==> src/hw/rtl/mie_pkg.sv <==
`default_nettype none
package mie_pkg;

    localparam int DataWidthDefault = 64;
    localparam int FieldWidth = 63;

    typedef enum logic [2:0] {
        ST_IDLE,
        ST_CHECK,
        ST_DIV,
        ST_MUL,
        ST_UPDATE,
        ST_FIX,
        ST_DONE
    } state_t;

    // Commands from the controller to the datapath.
    typedef struct packed {
        logic load;
        logic div_start;
        logic div_step;
        logic mul_step;
        logic update;
        logic fix;
    } dp_cmd_t;

    // Status from the datapath to the controller.
    typedef struct packed {
        logic rem_zero;
        logic div_last;
    } dp_status_t;

endpackage
`default_nettype wire

==> src/hw/rtl/mie_if.sv <==
`default_nettype none
interface mie_in_if;
    logic valid;
    logic ready;
    logic [mie_pkg::FieldWidth-1:0] value;
    logic [mie_pkg::FieldWidth-1:0] modulus;
    modport source (output valid, value, modulus, input ready);
    modport sink (input valid, value, modulus, output ready);
endinterface

interface mie_out_if;
    logic valid;
    logic ready;
    logic [mie_pkg::FieldWidth-1:0] inverse;
    logic [mie_pkg::FieldWidth-1:0] common_divisor;
    logic invertible;
    modport source (output valid, inverse, common_divisor, invertible, input ready);
    modport sink (input valid, inverse, common_divisor, invertible, output ready);
endinterface
`default_nettype wire

==> src/hw/rtl/mie_datapath.sv <==
`default_nettype none
module mie_datapath #(
    parameter int DATA_WIDTH = mie_pkg::DataWidthDefault
) (
    input  wire logic                              clk,
    input  wire logic [mie_pkg::FieldWidth-1:0]    value,
    input  wire logic [mie_pkg::FieldWidth-1:0]    modulus,
    input  wire mie_pkg::dp_cmd_t                  cmd,
    output mie_pkg::dp_status_t                    status,
    output logic [mie_pkg::FieldWidth-1:0]         inverse,
    output logic [mie_pkg::FieldWidth-1:0]         common_divisor,
    output logic                                   invertible
);
    localparam int OpWidth = DATA_WIDTH - 1;
    localparam int CntWidth = $clog2(DATA_WIDTH + 1);
    localparam int FW = mie_pkg::FieldWidth;

    logic [OpWidth-1:0]    mod_reg;
    logic [OpWidth-1:0]    rem_old_reg, rem_new_reg;
    logic [DATA_WIDTH-1:0] cof_old_reg, cof_new_reg;
    // Restoring divider: partial remainder and quotient shifted in.
    logic [OpWidth-1:0]    part_reg, quot_reg;
    logic [CntWidth-1:0]   cnt_reg;
    // Shift-add multiplier for quot * cof_new, wraps at DATA_WIDTH.
    logic [DATA_WIDTH-1:0] prod_reg, mcand_reg;
    logic [OpWidth-1:0]    mplier_reg;

    logic [OpWidth:0]      trial;
    logic [OpWidth-1:0]    dividend_bit_src;
    logic [OpWidth-1:0]    op_value, op_modulus;

    assign op_value = value[OpWidth-1:0];
    assign op_modulus = modulus[OpWidth-1:0];

    // One divider step: shift in the next dividend bit and try a subtract.
    assign dividend_bit_src = quot_reg;
    assign trial = {part_reg, dividend_bit_src[OpWidth-1]} - {1'b0, rem_new_reg};

    always_ff @(posedge clk)
    begin
        if (cmd.load)
        begin
            mod_reg <= op_modulus;
            rem_old_reg <= op_modulus;
            rem_new_reg <= op_value;
            cof_old_reg <= '0;
            cof_new_reg <= DATA_WIDTH'(1);
        end
        if (cmd.div_start)
        begin
            part_reg <= '0;
            quot_reg <= rem_old_reg;
            cnt_reg <= CntWidth'(OpWidth);
        end
        if (cmd.div_step)
        begin
            if (!trial[OpWidth])
            begin
                part_reg <= trial[OpWidth-1:0];
                quot_reg <= {quot_reg[OpWidth-2:0], 1'b1};
            end
            else
            begin
                part_reg <= {part_reg[OpWidth-2:0], quot_reg[OpWidth-1]};
                quot_reg <= {quot_reg[OpWidth-2:0], 1'b0};
            end
            cnt_reg <= cnt_reg - CntWidth'(1);
            if (cnt_reg == CntWidth'(1))
            begin
                prod_reg <= '0;
                mcand_reg <= cof_new_reg;
            end
        end
        if (cmd.mul_step)
        begin
            if (mplier_reg[0])
                prod_reg <= prod_reg + mcand_reg;
            mcand_reg <= {mcand_reg[DATA_WIDTH-2:0], 1'b0};
            mplier_reg <= mplier_reg >> 1;
        end
        else if (cmd.div_step)
        begin
            mplier_reg <= trial[OpWidth] ? {quot_reg[OpWidth-2:0], 1'b0}
                                         : {quot_reg[OpWidth-2:0], 1'b1};
        end
        if (cmd.update)
        begin
            cof_old_reg <= cof_new_reg;
            cof_new_reg <= cof_old_reg - prod_reg;
            rem_old_reg <= rem_new_reg;
            rem_new_reg <= part_reg;
        end
        if (cmd.fix && cof_old_reg[DATA_WIDTH-1])
            cof_old_reg <= cof_old_reg + DATA_WIDTH'(mod_reg);
    end

    assign status.rem_zero = (rem_new_reg == '0);
    assign status.div_last = (cnt_reg == CntWidth'(1));

    assign inverse = FW'(cof_old_reg);
    assign common_divisor = FW'(rem_old_reg);
    assign invertible = (rem_old_reg == OpWidth'(1));
endmodule
`default_nettype wire

==> src/hw/rtl/mie_controller.sv <==
`default_nettype none
module mie_controller #(
    parameter int DATA_WIDTH = mie_pkg::DataWidthDefault
) (
    input  wire logic                 clk,
    input  wire logic                 rst_n,
    input  wire logic                 in_valid,
    output logic                      in_ready,
    output logic                      out_valid,
    input  wire logic                 out_ready,
    input  wire mie_pkg::dp_status_t  status,
    output mie_pkg::dp_cmd_t          cmd
);
    localparam int CntWidth = $clog2(DATA_WIDTH);

    mie_pkg::state_t state_reg, state_next;
    logic [CntWidth-1:0] mcnt_reg, mcnt_next;

    // State and multiplier step counter.
    always_ff @(posedge clk or negedge rst_n)
    begin
        if (!rst_n)
        begin
            state_reg <= mie_pkg::ST_IDLE;
            mcnt_reg <= '0;
        end
        else
        begin
            state_reg <= state_next;
            mcnt_reg <= mcnt_next;
        end
    end

    // Next state and commands.
    always_comb
    begin
        state_next = state_reg;
        mcnt_next = mcnt_reg;
        cmd = '0;
        in_ready = 1'b0;
        out_valid = 1'b0;
        unique case (state_reg)
            mie_pkg::ST_IDLE:
            begin
                in_ready = 1'b1;
                if (in_valid)
                begin
                    cmd.load = 1'b1;
                    state_next = mie_pkg::ST_CHECK;
                end
            end
            mie_pkg::ST_CHECK:
            begin
                if (status.rem_zero)
                    state_next = mie_pkg::ST_FIX;
                else
                begin
                    cmd.div_start = 1'b1;
                    state_next = mie_pkg::ST_DIV;
                end
            end
            mie_pkg::ST_DIV:
            begin
                cmd.div_step = 1'b1;
                if (status.div_last)
                begin
                    mcnt_next = CntWidth'(DATA_WIDTH - 2);
                    state_next = mie_pkg::ST_MUL;
                end
            end
            mie_pkg::ST_MUL:
            begin
                cmd.mul_step = 1'b1;
                mcnt_next = mcnt_reg - CntWidth'(1);
                if (mcnt_reg == '0)
                    state_next = mie_pkg::ST_UPDATE;
            end
            mie_pkg::ST_UPDATE:
            begin
                cmd.update = 1'b1;
                state_next = mie_pkg::ST_CHECK;
            end
            mie_pkg::ST_FIX:
            begin
                cmd.fix = 1'b1;
                state_next = mie_pkg::ST_DONE;
            end
            mie_pkg::ST_DONE:
            begin
                out_valid = 1'b1;
                if (out_ready)
                    state_next = mie_pkg::ST_IDLE;
            end
            default:
                state_next = mie_pkg::ST_IDLE;
        endcase
    end

    // A result is only offered after the sign fix.
    assert property (@(posedge clk) disable iff (!rst_n)
        state_reg == mie_pkg::ST_DONE && !$past(state_reg == mie_pkg::ST_DONE)
        |-> $past(state_reg == mie_pkg::ST_FIX))
        else $error("result offered without sign fix");
    // Division always hands over to the multiplier.
    assert property (@(posedge clk) disable iff (!rst_n)
        state_reg == mie_pkg::ST_DIV && status.div_last |=> state_reg == mie_pkg::ST_MUL)
        else $error("division did not hand over to multiplier");
    // No new transaction while a result waits.
    assert property (@(posedge clk) disable iff (!rst_n)
        !(in_ready && out_valid))
        else $error("input taken while result pending");
endmodule
`default_nettype wire

==> src/hw/rtl/modular_inverse_ext_euclid.sv <==
`default_nettype none
// Channel   Direction  Payload
// in_ch     sink       value[62:0], modulus[62:0]
// out_ch    source     inverse[62:0], common_divisor[62:0], invertible
//
// One transaction at a time. After the load, each Euclid step passes
// through a check, a restoring division, a shift-add multiply and an
// update; the final check leads to the sign fix and the result. The result
// is held until taken; rst_n clears control state asynchronously.
module modular_inverse_ext_euclid #(
    parameter int DATA_WIDTH = mie_pkg::DataWidthDefault
) (
    input wire logic  clk,
    input wire logic  rst_n,
    mie_in_if.sink    in_ch,
    mie_out_if.source out_ch
);
    mie_pkg::dp_cmd_t    cmd;
    mie_pkg::dp_status_t status;

    mie_controller #(.DATA_WIDTH(DATA_WIDTH)) u_ctrl (
        .clk(clk), .rst_n(rst_n),
        .in_valid(in_ch.valid), .in_ready(in_ch.ready),
        .out_valid(out_ch.valid), .out_ready(out_ch.ready),
        .status(status), .cmd(cmd)
    );

    mie_datapath #(.DATA_WIDTH(DATA_WIDTH)) u_dp (
        .clk(clk),
        .value(in_ch.value), .modulus(in_ch.modulus),
        .cmd(cmd), .status(status),
        .inverse(out_ch.inverse), .common_divisor(out_ch.common_divisor),
        .invertible(out_ch.invertible)
    );
endmodule
`default_nettype wire
==> src/flat_wrapper.sv <==
// flat-port wrapper written by rule: the top's interface ports become plain ports
module modular_inverse_ext_euclid_flat 
#(
    parameter int DATA_WIDTH = mie_pkg::DataWidthDefault
)
  (clk, rst_n, in_ch_valid, in_ch_value, in_ch_modulus, in_ch_ready, out_ch_valid, out_ch_inverse, out_ch_common_divisor, out_ch_invertible, out_ch_ready);
  mie_in_if in_ch_i ();
  mie_out_if out_ch_i ();
  input wire logic clk;
  input wire logic rst_n;
  input wire logic [$bits(in_ch_i.valid)-1:0] in_ch_valid;
  input wire logic [$bits(in_ch_i.value)-1:0] in_ch_value;
  input wire logic [$bits(in_ch_i.modulus)-1:0] in_ch_modulus;
  output wire logic [$bits(in_ch_i.ready)-1:0] in_ch_ready;
  output wire logic [$bits(out_ch_i.valid)-1:0] out_ch_valid;
  output wire logic [$bits(out_ch_i.inverse)-1:0] out_ch_inverse;
  output wire logic [$bits(out_ch_i.common_divisor)-1:0] out_ch_common_divisor;
  output wire logic [$bits(out_ch_i.invertible)-1:0] out_ch_invertible;
  input wire logic [$bits(out_ch_i.ready)-1:0] out_ch_ready;
  assign in_ch_i.valid = in_ch_valid;
  assign in_ch_i.value = in_ch_value;
  assign in_ch_i.modulus = in_ch_modulus;
  assign in_ch_ready = in_ch_i.ready;
  assign out_ch_valid = out_ch_i.valid;
  assign out_ch_inverse = out_ch_i.inverse;
  assign out_ch_common_divisor = out_ch_i.common_divisor;
  assign out_ch_invertible = out_ch_i.invertible;
  assign out_ch_i.ready = out_ch_ready;
  modular_inverse_ext_euclid #(.DATA_WIDTH(DATA_WIDTH)) u_core (.clk(clk), .rst_n(rst_n), .in_ch(in_ch_i), .out_ch(out_ch_i));
endmodule
==> config.mk <==
export PLATFORM = sky130hd
export DESIGN_NAME = modular_inverse_ext_euclid_flat
export DESIGN_NICKNAME = d
export VERILOG_FILES = /design/src/hw/rtl/mie_pkg.sv /design/src/hw/rtl/mie_if.sv /design/src/hw/rtl/mie_datapath.sv /design/src/hw/rtl/mie_controller.sv /design/src/hw/rtl/modular_inverse_ext_euclid.sv /design/src/flat_wrapper.sv
export SDC_FILE = /design/constraint.sdc
export NUM_CORES = 2
export LEC_CHECK = 0
export BUFFER_PORTS_ARGS = -buffer_cell sky130_fd_sc_hd__buf_2
export CAP_MARGIN = 20
export CORE_UTILIZATION = 55
export CTS_CLUSTER_DIAMETER = 40
export DETAILED_ROUTE_END_ITERATION = 8
export GPL_ROUTABILITY_DRIVEN = 1
export PLACE_DENSITY = 0.83
export RECOVER_POWER = 25
export SYNTH_ARGS = -nofsm -noshare
export SYNTH_HDL_FRONTEND = slang
export SYNTH_SLANG_ARGS = --single-unit
==> constraint.sdc <==
create_clock -name clk -period 9.5 [get_ports clk]
set_input_delay 1.425 -clock clk [delete_from_list [all_inputs] [get_ports clk]]
set_output_delay 1.425 -clock clk [all_outputs]
set_load 0.01 [all_outputs]
==> impl_metrics.ini <==
[global_routing]
grtUsageTotal_pct = 30.22
top_usage_layer = met2
gr-usage-met2_pct = 47.44
met3_usage_pct = 4.731
grt_pass1_wl_mm = 177.9
grt_overflow = 0
grt_max_degree = 131
grt_pass1_vias = 31980
antenna_found_initial = 7
grtUsageMet1_pct = 40.85

[logic_synthesis]
ys_seq_elements = 650
syn_inst = 4345
synth_edf_count = 575
synth_cell_types = 99
ys_warn_count = 0
synthAdderAreaFrac_pct = 8.034
synthSimpleGateAreaFrac_pct = 15.98
syn_area_um2 = 40860
syn_nets = 4735
post_synth.cell_area_avg_um2 = 9.405
synth.area.mux_share_pct = 0.1010
synthXorXnorAreaFrac_pct = 5.080
synth-compound-area-share_pct = 19.25
synth_top_family_by_area = compound AO/OA/AOI/OAI gates
synth_flop_cell = edfxtp_1
synth-seq-area-share_pct = 46.04
async_flop_share_pct = 1.385

[worst_setup_path]
endpoint_kind = register
r2r_cells = 6
cp.arrival_ns = 6.43
worst_ep_required_time_ns = 9.90
critPathLaunch = u_core.u_ctrl.state_reg[1]
crit_path_max_fanout = 64
start_kind = register
r2r_setup_slack_ns = 3.47
crit_type = register to register
r2r_end = u_core.u_dp.mplier_reg[1]
timing.rr.start = u_core.u_ctrl.state_reg[1]

[sta]
fin_crit_sh_pct = 63.45
finalSetupViolCount = 0
slew_viol_final = 241
rsz0062_at_grt = false
worst_clock_skew_ns = 0.03414
clock.fmax_mhz = 165.9
period_needed_ns = 6.028
fin_tns_setup_ns = 0
fin_ws_ns = 3.472
hold_viol_final = 0
max_slew_margin_pct = -140.9
worst_pin_slew_ns = 3.614

[pwr]
power.share.clock_pct = 21.1
powerDensity_nw_per_um2 = 415.0
seqPwrFrac_pct = 29.6
combPwrFrac_pct = 49.3
p_switching_w = 0.008293
p_leak_nw = 19.17
swShare_pct = 43.79
p_int_w = 0.01064
irDropWorstVdd_mv = 0.2419

[placement]
io_buffers = 258
dp_hpwl_mm = 83.96
gp_congestion = 0.9547
pre_cts_ws_ns = 4.640
placed_cells = 5300

[cts]
cts_resized = 0
worstSkewPairLatency_ns = 0.67
htree_num_levels = 3
cts_hold_buf = 0
cts-root-buf = clkbuf_16
cts_setup_buffers = 0
numCtsBuffers = 104
clock_sinks = 650
cts_buffer_depth = 3
path_clk_slew_ns = 0.06
cts_tree = yes

[detailed_routing]
ant_nets = 0
drtIter0Drc = 3583
vias = 33790
drc = 8
dr.pass1.iters = 9
drt-total-wl_mm = 115.7
routedWlPerCell_um = 21.03
vias_per_cell = 6.142

[floorplanning]
chipHeight_um = 274.6
die_w_um = 274.6
die_area_um2 = 75390
fp-row-count = 99
core-area_um2 = 73210
start_util_pct = 55.82
num_io_pins = 259

[run_status]
violations = DRC, capacitance limit, slew limit
status = finished, violations left

[cells_and_area]
syn2layout_area_growth_pct = 11.65
nFillCells = 5919
final_common_cell = nand2_1
multi_input_area_um2 = 19870
seqCellArea_um2 = 18810
fin_cells = 5501
layout_common_cells = nand2_1 (958), edfxtp_1 (575), a21oi_1 (338), ha_1 (256), o21ai_0 (222)
nNetsFinal = 4838
layout-drive-gt1-share_pct = 7.933

[job]
drv_cap = 4

[hold_path]
hold_start = u_core.u_dp.mplier_reg[62]
holdPathEnd = u_core.u_dp.mplier_reg[62]
hp-class = register to register
hold_depth = 2
-- stage by stage --
step | cell area, µm² | util (%) | hold WS (ns) | total power [W]
final | 45630 | 62.33 | 0.4771 | 0.01894
after global placement | 42110 | 57.52 | 0.4451 | 0.01445
after floorplan | 40860 | - | 0.4366 | 0.01258
after CTS | 45820 | 62.59 | 0.4720 | 0.01875
after global routing | 45620 | 62.32 | 0.5062 | 0.02011
after detailed placement | 42110 | 57.53 | 0.4558 | 0.01464
-- metal layers --
layer | routed length [µm] | vias up | part of all wire (%)
met2 | 52390 | 1628 | 45
met3 | 10450 | 270 | 9.0
li1 | - | 15870 | -
met1 | 47240 | 16010 | 41
met5 | 25 | - | 0.022
met4 | 5549 | 4 | 4.8
-- how the worst max path moves through the flow --
stage,end,slack [ns]
after floorplan,u_core.u_dp.cnt_reg[0],1.64
after global placement,u_core.u_dp.part_reg[46],4.77
after detailed placement,u_core.u_dp.part_reg[1],4.64
after CTS,u_core.u_dp.part_reg[1],4.59
after global routing,u_core.u_dp.mplier_reg[1],3.03
final,u_core.u_dp.mplier_reg[1],3.47
-- critical path: stages, from the launching register on --
cell and delay [ns]:
dfrtp_1 0.55, nor2b_1 0.22, clkbuf_1 2.56, nand2_1 1.55, buf_4 0.61, nand2_1 0.15, nand2_1 0.06
-- logic make-up after synthesis --
kind of cell | count (synthesis)
compound gates | 1195
xor+xnor | 237
fa+ha+maj | 260
buf+inv | 481
flops | 650
mux | 4
simple gates | 1518
-- layout make-up --
type | instances | area share, %
clock inverter | 82 | 2.290
antenna | 4 | 0.02194
inverter | 195 | 1.604
tap | 959 | 2.630
clock buffer | 114 | 5.830
timing repair buffer | 283 | 2.844
multi-input combinational | 3214 | 43.55
sequential | 650 | 41.23
-- cells in the mapped netlist (10+ instances only) --
master	count	share of area, %
o31ai_1	17	0.31
a21o_1	182	3.3
ha_1	256	7.8
and3_1	26	0.40
o211ai_1	17	0.31
and2_1	20	0.31
o21a_1	32	0.59
a31oi_1	35	0.54
nand2_1	959	8.8
nand2b_1	32	0.49
buf_2	10	0.12
clkbuf_1	187	1.7
nand4_1	69	1.1
o22ai_1	34	0.52
nor2_1	206	1.9
nand3_1	67	0.82
nor4_1	39	0.60
dfxtp_1	66	3.2
o21bai_1	48	0.88
a211oi_1	21	0.39
edfxtp_1	575	42
nor2b_1	28	0.43
xor2_1	96	2.1
nor3_1	34	0.42
o21ai_0	222	2.7
xnor2_1	141	3.0
buf_4	66	1.2
a21oi_1	339	4.2
o21ai_1	12	0.15
a41oi_1	12	0.26
inv_1	195	1.8
a22o_1	123	2.6
-- power by group through the flow --
| stage | clock network, W | registers [W] | logic [W] |
|---|---|---|---|
| 2_1_floorplan | 0 | 0.00533 | 0.00725 |
| 3_3_place_gp | 0 | 0.00554 | 0.00891 |
| 4_1_cts | 0.00402 | 0.00555 | 0.00919 |
| 5_1_grt | 0.00414 | 0.00569 | 0.0103 |
| 6_report | 0.00399 | 0.00560 | 0.00934 |
| 3_5_place_dp | 0 | 0.00558 | 0.00906 |
No activity file was read; power rests on OpenSTA's default activity.
